`config.mk`:
```
export PLATFORM = sky130hd
export DESIGN_NAME = merge_sort_values_flat
export DESIGN_NICKNAME = d
export VERILOG_FILES = /design/src/hw/rtl/msv_pkg.sv /design/src/hw/rtl/msv_ifs.sv /design/src/hw/rtl/msv_cell.sv /design/src/hw/rtl/merge_sort_values.sv /design/src/flat_wrapper.sv
export VERILOG_INCLUDE_DIRS = /design/src /design/src/hw/rtl
export SDC_FILE = /design/constraint.sdc
export NUM_CORES = 2
export LEC_CHECK = 0
export BUFFER_PORTS_ARGS = -buffer_cell sky130_fd_sc_hd__buf_2
export CAP_MARGIN = 10
export CORE_ASPECT_RATIO = 1.25
export CORE_UTILIZATION = 40
export CTS_BUF_LIST = sky130_fd_sc_hd__clkbuf_2
export CTS_CLUSTER_DIAMETER = 30
export DETAILED_ROUTE_END_ITERATION = 8
export GPL_ROUTABILITY_DRIVEN = 1
export PLACE_DENSITY_LB_ADDON = 0.05
export SKIP_CTS_REPAIR_TIMING = 1
export SYNTH_ARGS = -nofsm -noshare
export SYNTH_HDL_FRONTEND = slang
export SYNTH_SLANG_ARGS = --single-unit
```
`constraint.sdc`:
```
create_clock -name i_clk -period 4.8 [get_ports i_clk]
set_clock_uncertainty 0.05 [all_clocks]
set_input_delay 0.24 -clock i_clk [delete_from_list [all_inputs] [get_ports i_clk]]
set_output_delay 0.24 -clock i_clk [all_outputs]
set_load 0.01 [all_outputs]
```
`src/hw/rtl/merge_sort_values_macros.svh`:
```
// Assertion macros shared by the sorter RTL.
// Used by files that hold concurrent assertions; no other dependencies.
`ifndef MERGE_SORT_VALUES_MACROS_SVH
`define MERGE_SORT_VALUES_MACROS_SVH

// Same-cycle implication, disabled while reset is held.
`define MSV_ASSERT_NOW(lbl, clk, rst_n, ante, cons) \
    lbl: assert property (@(posedge clk) disable iff (!(rst_n)) (ante) |-> (cons)) \
        else $error("sorter assertion failed");

// Next-cycle implication, disabled while reset is held.
`define MSV_ASSERT_NEXT(lbl, clk, rst_n, ante, cons) \
    lbl: assert property (@(posedge clk) disable iff (!(rst_n)) (ante) |=> (cons)) \
        else $error("sorter assertion failed");

`endif

```
`src/hw/rtl/msv_pkg.sv`:
```
// Shared types and constants of the sorting chain.
// No dependencies; imported by the interfaces, the cell and the top level.
`timescale 1ns / 1ps
`default_nettype none

package msv_pkg;

    localparam int VAL_W = 32;

    // One slot of the chain: occupied flag and signed key.
    typedef struct packed {
        logic                    vld;
        logic signed [VAL_W-1:0] key;
    } t_slot;

endpackage

`default_nettype wire

```
`src/hw/rtl/msv_ifs.sv`:
```
// Valid/ready channel interfaces of the sorter: input beats and result beats.
// Depends on msv_pkg.
`timescale 1ns / 1ps
`default_nettype none

interface msv_in_if;
    import msv_pkg::*;

    logic                    valid;
    logic                    ready;
    logic signed [VAL_W-1:0] value;
    logic                    last;

    modport source (output valid, output value, output last, input ready);
    modport sink   (input valid, input value, input last, output ready);
endinterface

interface msv_out_if;
    import msv_pkg::*;

    logic                    valid;
    logic                    ready;
    logic signed [VAL_W-1:0] sorted_value;
    logic                    final_res;
    logic                    overflow;

    modport source (output valid, output sorted_value, output final_res, output overflow,
                    input ready);
    modport sink   (input valid, input sorted_value, input final_res, input overflow,
                    output ready);
endinterface

`default_nettype wire

```
`src/hw/rtl/msv_cell.sv`:
```
// One cell of the systolic insertion chain: holds one key, keeps the smaller
// of held and incoming key, passes the larger on; on a shift it takes the next cell's slot. Depends on msv_pkg.
`timescale 1ns / 1ps
`default_nettype none

module msv_cell (
    input  wire                 i_clk,
    input  wire                 i_rst_n,
    input  wire msv_pkg::t_slot i_in,
    input  wire                 i_shift,
    input  wire msv_pkg::t_slot i_nxt,
    output msv_pkg::t_slot      o_slot,
    output msv_pkg::t_slot      o_pass
);
    import msv_pkg::*;

    logic                    r_vld;
    logic signed [VAL_W-1:0] r_key;
    logic                    r_pv;
    logic signed [VAL_W-1:0] r_pk;

    logic                    w_keep_new;

    assign w_keep_new = !r_vld || (i_in.key < r_key);

    always_ff @(posedge i_clk) begin
        if (!i_rst_n) begin
            r_vld <= 1'b0;
            r_pv  <= 1'b0;
        end else if (i_shift) begin
            r_vld <= i_nxt.vld;
            r_pv  <= 1'b0;
        end else begin
            if (i_in.vld) begin
                r_vld <= 1'b1;
            end
            r_pv <= i_in.vld && r_vld;
        end
    end

    always_ff @(posedge i_clk) begin
        if (i_shift) begin
            r_key <= i_nxt.key;
        end else if (i_in.vld) begin
            // hold the smaller key, hand the larger one down the chain
            if (w_keep_new) begin
                r_key <= i_in.key;
                r_pk  <= r_key;
            end else begin
                r_pk  <= i_in.key;
            end
        end
    end

    assign o_slot = '{vld: r_vld, key: r_key};
    assign o_pass = '{vld: r_pv, key: r_pk};

endmodule

`default_nettype wire

```
`src/hw/rtl/merge_sort_values.sv`:
```
// Top level of the sorter: a chain of insertion cells plus load/drain control.
// Depends on msv_pkg, msv_ifs, msv_cell and merge_sort_values_macros.svh.
//
// Sorts a set of signed 32-bit values into ascending order. Load takes one
// beat per cycle; every value enters the first cell and ripples down a chain
// of CAPACITY cells, one cell per cycle, each cell keeping the smaller key.
// Beats past CAPACITY are dropped and flag overflow on the whole run. After
// the beat marked last, the input stalls while the insertion wave drains
// through the chain, then the run leaves the first cell at one beat per
// cycle while the result side is ready, with the chain shifting toward it,
// final_res on the last beat. The input is ready again once the final
// result beat is taken.
`timescale 1ns / 1ps
`default_nettype none

`include "merge_sort_values_macros.svh"

module merge_sort_values #(
    parameter int CAPACITY = 32
) (
    input  wire       i_clk,
    input  wire       i_rst_n,
    msv_in_if.sink    i_in,
    msv_out_if.source o_out
);
    import msv_pkg::*;

    localparam int CNT_W = $clog2(CAPACITY + 1);

    localparam logic [1:0] S_LOAD  = 2'd0;
    localparam logic [1:0] S_FLUSH = 2'd1;
    localparam logic [1:0] S_DRAIN = 2'd2;

    logic [1:0]       r_state;
    logic [1:0]       n_state;
    logic [CNT_W-1:0] r_cnt;
    logic [CNT_W-1:0] n_cnt;
    logic             r_ovf;
    logic             n_ovf;

    t_slot            w_in   [CAPACITY];
    t_slot            w_slot [CAPACITY];
    t_slot            w_pass [CAPACITY];
    t_slot            w_nxt  [CAPACITY];
    logic [CAPACITY-1:0] w_pv;

    logic w_in_acc;
    logic w_out_acc;
    logic w_room;
    logic w_busy;

    assign w_room    = (r_cnt < CNT_W'(CAPACITY));
    assign i_in.ready = (r_state == S_LOAD);
    assign w_in_acc  = i_in.valid && i_in.ready;
    assign w_out_acc = o_out.valid && o_out.ready;

    genvar g;
    generate
        for (g = 0; g < CAPACITY; g++) begin : g_cell
            if (g == 0) begin : g_head
                assign w_in[g] = '{vld: w_in_acc && w_room, key: i_in.value};
            end else begin : g_body
                assign w_in[g] = w_pass[g-1];
            end
            if (g == CAPACITY - 1) begin : g_tail
                assign w_nxt[g] = '{vld: 1'b0, key: '0};
            end else begin : g_link
                assign w_nxt[g] = w_slot[g+1];
            end
            assign w_pv[g] = w_pass[g].vld;

            msv_cell u_cell (
                .i_clk   (i_clk),
                .i_rst_n (i_rst_n),
                .i_in    (w_in[g]),
                .i_shift (w_out_acc),
                .i_nxt   (w_nxt[g]),
                .o_slot  (w_slot[g]),
                .o_pass  (w_pass[g])
            );
        end
    endgenerate

    // any key still travelling down the chain
    assign w_busy = |w_pv;

    always_comb begin
        n_state = r_state;
        n_cnt   = r_cnt;
        n_ovf   = r_ovf;
        case (r_state)
            S_LOAD: begin
                if (w_in_acc) begin
                    if (w_room) begin
                        n_cnt = r_cnt + CNT_W'(1);
                    end else begin
                        n_ovf = 1'b1;
                    end
                    if (i_in.last) begin
                        n_state = S_FLUSH;
                    end
                end
            end
            S_FLUSH: begin
                if (!w_busy) begin
                    n_state = S_DRAIN;
                end
            end
            S_DRAIN: begin
                if (w_out_acc) begin
                    n_cnt = r_cnt - CNT_W'(1);
                    if (r_cnt == CNT_W'(1)) begin
                        n_state = S_LOAD;
                        n_ovf   = 1'b0;
                    end
                end
            end
            default: begin
                n_state = S_LOAD;
            end
        endcase
    end

    always_ff @(posedge i_clk) begin
        if (!i_rst_n) begin
            r_state <= S_LOAD;
            r_cnt   <= '0;
            r_ovf   <= 1'b0;
        end else begin
            r_state <= n_state;
            r_cnt   <= n_cnt;
            r_ovf   <= n_ovf;
        end
    end

    assign o_out.valid        = (r_state == S_DRAIN);
    assign o_out.sorted_value = w_slot[0].key;
    assign o_out.final_res    = (r_cnt == CNT_W'(1));
    assign o_out.overflow     = r_ovf;

    `MSV_ASSERT_NOW(a_out_nonempty, i_clk, i_rst_n, o_out.valid, r_cnt != '0)
    `MSV_ASSERT_NOW(a_head_matches_cnt, i_clk, i_rst_n, r_state == S_DRAIN,
                    w_slot[0].vld == (r_cnt != '0))
    `MSV_ASSERT_NEXT(a_run_empties, i_clk, i_rst_n,
                     w_out_acc && o_out.final_res,
                     r_state == S_LOAD && !w_slot[0].vld && !r_ovf)
    `MSV_ASSERT_NOW(a_cnt_bound, i_clk, i_rst_n, 1'b1, r_cnt <= CNT_W'(CAPACITY))

endmodule

`default_nettype wire

```
`src/flat_wrapper.sv`:
```
// flat-port wrapper written by rule: the top's interface ports become plain ports
module merge_sort_values_flat import msv_pkg::*;
#(
    parameter int CAPACITY = 32
)
  (i_clk, i_rst_n, i_in_valid, i_in_value, i_in_last, i_in_ready, o_out_valid, o_out_sorted_value, o_out_final_res, o_out_overflow, o_out_ready);
  msv_in_if i_in_i ();
  msv_out_if o_out_i ();
  input  wire i_clk;
  input  wire i_rst_n;
  input wire logic [$bits(i_in_i.valid)-1:0] i_in_valid;
  input wire logic [$bits(i_in_i.value)-1:0] i_in_value;
  input wire logic [$bits(i_in_i.last)-1:0] i_in_last;
  output wire logic [$bits(i_in_i.ready)-1:0] i_in_ready;
  output wire logic [$bits(o_out_i.valid)-1:0] o_out_valid;
  output wire logic [$bits(o_out_i.sorted_value)-1:0] o_out_sorted_value;
  output wire logic [$bits(o_out_i.final_res)-1:0] o_out_final_res;
  output wire logic [$bits(o_out_i.overflow)-1:0] o_out_overflow;
  input wire logic [$bits(o_out_i.ready)-1:0] o_out_ready;
  assign i_in_i.valid = i_in_valid;
  assign i_in_i.value = i_in_value;
  assign i_in_i.last = i_in_last;
  assign i_in_ready = i_in_i.ready;
  assign o_out_valid = o_out_i.valid;
  assign o_out_sorted_value = o_out_i.sorted_value;
  assign o_out_final_res = o_out_i.final_res;
  assign o_out_overflow = o_out_i.overflow;
  assign o_out_i.ready = o_out_ready;
  merge_sort_values #(.CAPACITY(CAPACITY)) u_core (.i_clk(i_clk), .i_rst_n(i_rst_n), .i_in(i_in_i), .o_out(o_out_i));
endmodule
```
==> out/results.tsv <==
metric	value	unit
total number of vias	73618	
worst setup slack after layout	0.286	ns
drt pass-1 iters	5	
initial cell density of the core	40.3	%
Seq cells post-synth	2089	
CP max stage cell	dlygate4sd3_1	
# IOs	73	
root buffer cell	clkbuf_2	
Cell Rows	214	
Synth Area per Inst	11.5	um^2
remaining global-route overflow	0	
number of nets in the layout	11199	
Post-synth EDFFs	1984	
Arr. time, crit path	5.94	ns
number of I/O port buffers	72	
pre-CTS setup slack	0.772	ns
crit-path cells	inv_1 -> ha_1 -> nand2_1 -> nor4_1 -> a31oi_1 -> a311oi_1 -> o21ai_0 -> and4b_1 -> nor3_4 -> buf_12 -> mux2_2 -> dlygate4sd3_1	
fin crit share	94.0	%
crit path time final	4.51	ns
Power Density	292	nW/um^2
die height	588	um
Mapped Cells	9557	
asr flop ratio synth	0	%
final hold vios	0	
Critical Path Max Stage Delay	0.56	ns
Remaining DRCs	0	
synth warn	0	
Clk Latency, worst-skew pair	1.75	ns
Slew Limit Fails	0	
Post-Synth XOR/XNOR Area	0.0318	%
Main synth FF type	edfxtp_1	
antenna violations before repair	8	
Finished Layout Cells	14178	
layout cell share with drive strength beyond 1	19.3	%
fraction of the mapped netlist area in simple logic gates	8.42	%
Critical Path Sink Type	flop	
largest net degree at the start of global routing	128	
maxcap violations	0	
syn_nets	10589	
1st-iter DRT viols	4238	
Slew @ Worst Pin	1.09	ns
Clock Pin Slew Worst Setup and Hold Paths	0.10	ns
htree depth	6	
unique cell type count in the Yosys netlist	72	
clk sinks	2089	
Finish-stage setup viols	0	
worst hold path class	in -> reg	
die area	277000	um^2
GRT Total Usage	20.5	%
achievable frequency	222	MHz
CP bufs+invs	3	
total negative slack	0	ns
status	complete, no violations	
Post-DP HPWL	205000	um
crit start category	flop	
worst relative slew slack	27.4	%
VDD IR max	177	uV
Die Width	471	um
ANT nets after route	0	
Compound-Gate Fraction of Synth Area	10.7	%
TritonCTS clock tree	built	
GP Congestion	0.843	
mux cell area share after synthesis	8.45	%
placed insts	12973	
unrepaired setup endpoints after global routing	false	
maximum root-to-sink buffer count	4	
Area Growth Syn to Fin	11.1	%
wire per inst	20.3	um
P_leak	51.3	nW
crit path max fanout	24	
synthesized-area fraction occupied by adder cells	11.3	%
cts bufs inserted	600	
Power Total	35.7	mW
final WL	288000	um
number of global-route vias before repair	75777	
Setup CP Type	reg -> reg	
CP top delay family	simple AND/OR/NAND/NOR gates	
sequential area share after synthesis	56.0	%
core area	273000	um^2
Mapped Area	110000	um^2
global-route wire length before repair	447000	um
largest family of logic cells by synthesized area	adder cells	
Worst Path Required	6.22	ns
vias per cell	5.19	
-- cell type report --
cell class	instances	area (um^2)
Inverter	1066	4000
Clock buffer	855	4280
Antenna cell	6	15.0
Clock inverter	188	1110
Sequential cell	2089	61700
Timing Repair Buffer	376	3320
Tap cell	3564	4460
Multi-Input combinational cell	6034	43400
Fill cell	25609	151000
-- through the flow --
stage / utilization [%] / hold WS [ns] / cell area [um^2]
2_1_floorplan: - / 0.348 / 110000
3_3_place_gp: 42.3 / 0.404 / 115000
3_5_place_dp: 42.3 / 0.412 / 115000
4_1_cts: 44.3 / -1.58 / 121000
5_1_grt: 44.8 / 0.0396 / 122000
6_report: 44.8 / 0.192 / 122000
-- tightest hold or removal path: cells and delay by family --
family,cells,cell delay (ns)
AO/OA/AOI/OAI,1,0.07
buffers and inverters,3,1.36
AND/OR/NAND/NOR,2,0.22
-- cells by family after synthesis --
group	Yosys count
compound gates	2092
fa+ha+maj	995
mux	818
flops	2089
buf+inv	1434
simple gates	2125
xor+xnor	4
-- per-layer routing --
metal / routed length, um / GRT usage (%)
met3: 10900 / 3.14
met1: 130000 / 26.9
met4: 7540 / 6.10
met2: 140000 / 34.8
met5: 44 / 0
-- registers in the layout, summed over array words and instances, names as in the netlist --
| signal | flops |
|---|---|
| u_core.g_cell.u_cell.r_key | 1024 |
| u_core.g_cell.u_cell.r_pk | 992 |
| u_core.g_cell.u_cell.r_pv | 32 |
| u_core.g_cell.u_cell.r_vld | 32 |
| u_core.o_out.overflow | 1 |
| u_core.r_cnt | 6 |
| u_core.r_state | 2 |
-- placed cells by master, fill, tap and decap left out, drive strengths merged, types with 11 or more instances in the layout --
| cell | count |
|---|---|
| a2111oi | 13 |
| and2 | 11 |
| mux2 | 806 |
| or4 | 14 |
| and3 | 38 |
| a221oi | 20 |
| mux2i | 12 |
| nor3b | 31 |
| o21ai | 1342 |
| o221ai | 13 |
| a21boi | 12 |
| buf | 220 |
| a211oi | 23 |
| and4 | 26 |
| nor3 | 71 |
| o22ai | 13 |
| nor4 | 20 |
| dfxtp | 105 |
| nor2 | 160 |
| bufinv | 13 |
| clkbuf | 855 |
| nand4 | 153 |
| o21a | 22 |
| ha | 995 |
| inv | 1080 |
| a21o | 250 |
| nand2 | 1447 |
| nor2b | 31 |
| edfxtp | 1984 |
| clkinv | 160 |
| nand2b | 51 |
| dlygate4sd3 | 156 |
| o211ai | 15 |
| a21oi | 284 |
| nand3 | 52 |
-- Yosys cell counts (52+ instances only) --
cell | instances | area [um^2]
edfxtp_1 | 1984 | 59600
nand2_1 | 1447 | 5430
o21ai_0 | 1334 | 6680
inv_1 | 1065 | 4000
ha_1 | 995 | 12400
mux2_2 | 759 | 8550
clkbuf_1 | 302 | 1130
a21oi_1 | 281 | 1410
a21o_1 | 250 | 1880
nor2_1 | 160 | 601
nand4_1 | 153 | 957
dfxtp_1 | 105 | 2100
nor3_1 | 70 | 350
nand3_1 | 52 | 260
-- final timing paths --
check / from / end / slack, ns / depth (start not counted)
worst max register to register: u_core.g_cell[0].u_cell.r_key[7]$_DFFE_PP_ / u_core.g_cell[0].u_cell.r_pk[8]$_DFFE_PP_ / 0.29 / 12
worst min-delay path: o_out_ready / u_core.r_state[1]$_SDFFE_PN0P_ / 0.19 / 6
worst min register to register: u_core.g_cell[31].u_cell.r_key[28]$_SDFFE_PP0P_ / u_core.g_cell[31].u_cell.r_key[28]$_SDFFE_PP0P_ / 0.42 / 2
worst max-delay path: u_core.g_cell[0].u_cell.r_key[7]$_DFFE_PP_ / u_core.g_cell[0].u_cell.r_pk[8]$_DFFE_PP_ / 0.29 / 12
-- power by group --
group | internal (mW) | switching (mW) | leakage [nW]
Clock | 5.48 | 8.18 | 4.15
Sequential | 20.1 | 0.160 | 18.8
Combinational | 0.760 | 1.08 | 28.3
Total | 26.3 | 9.42 | 51.3
(Power assumes the default switching activity.)
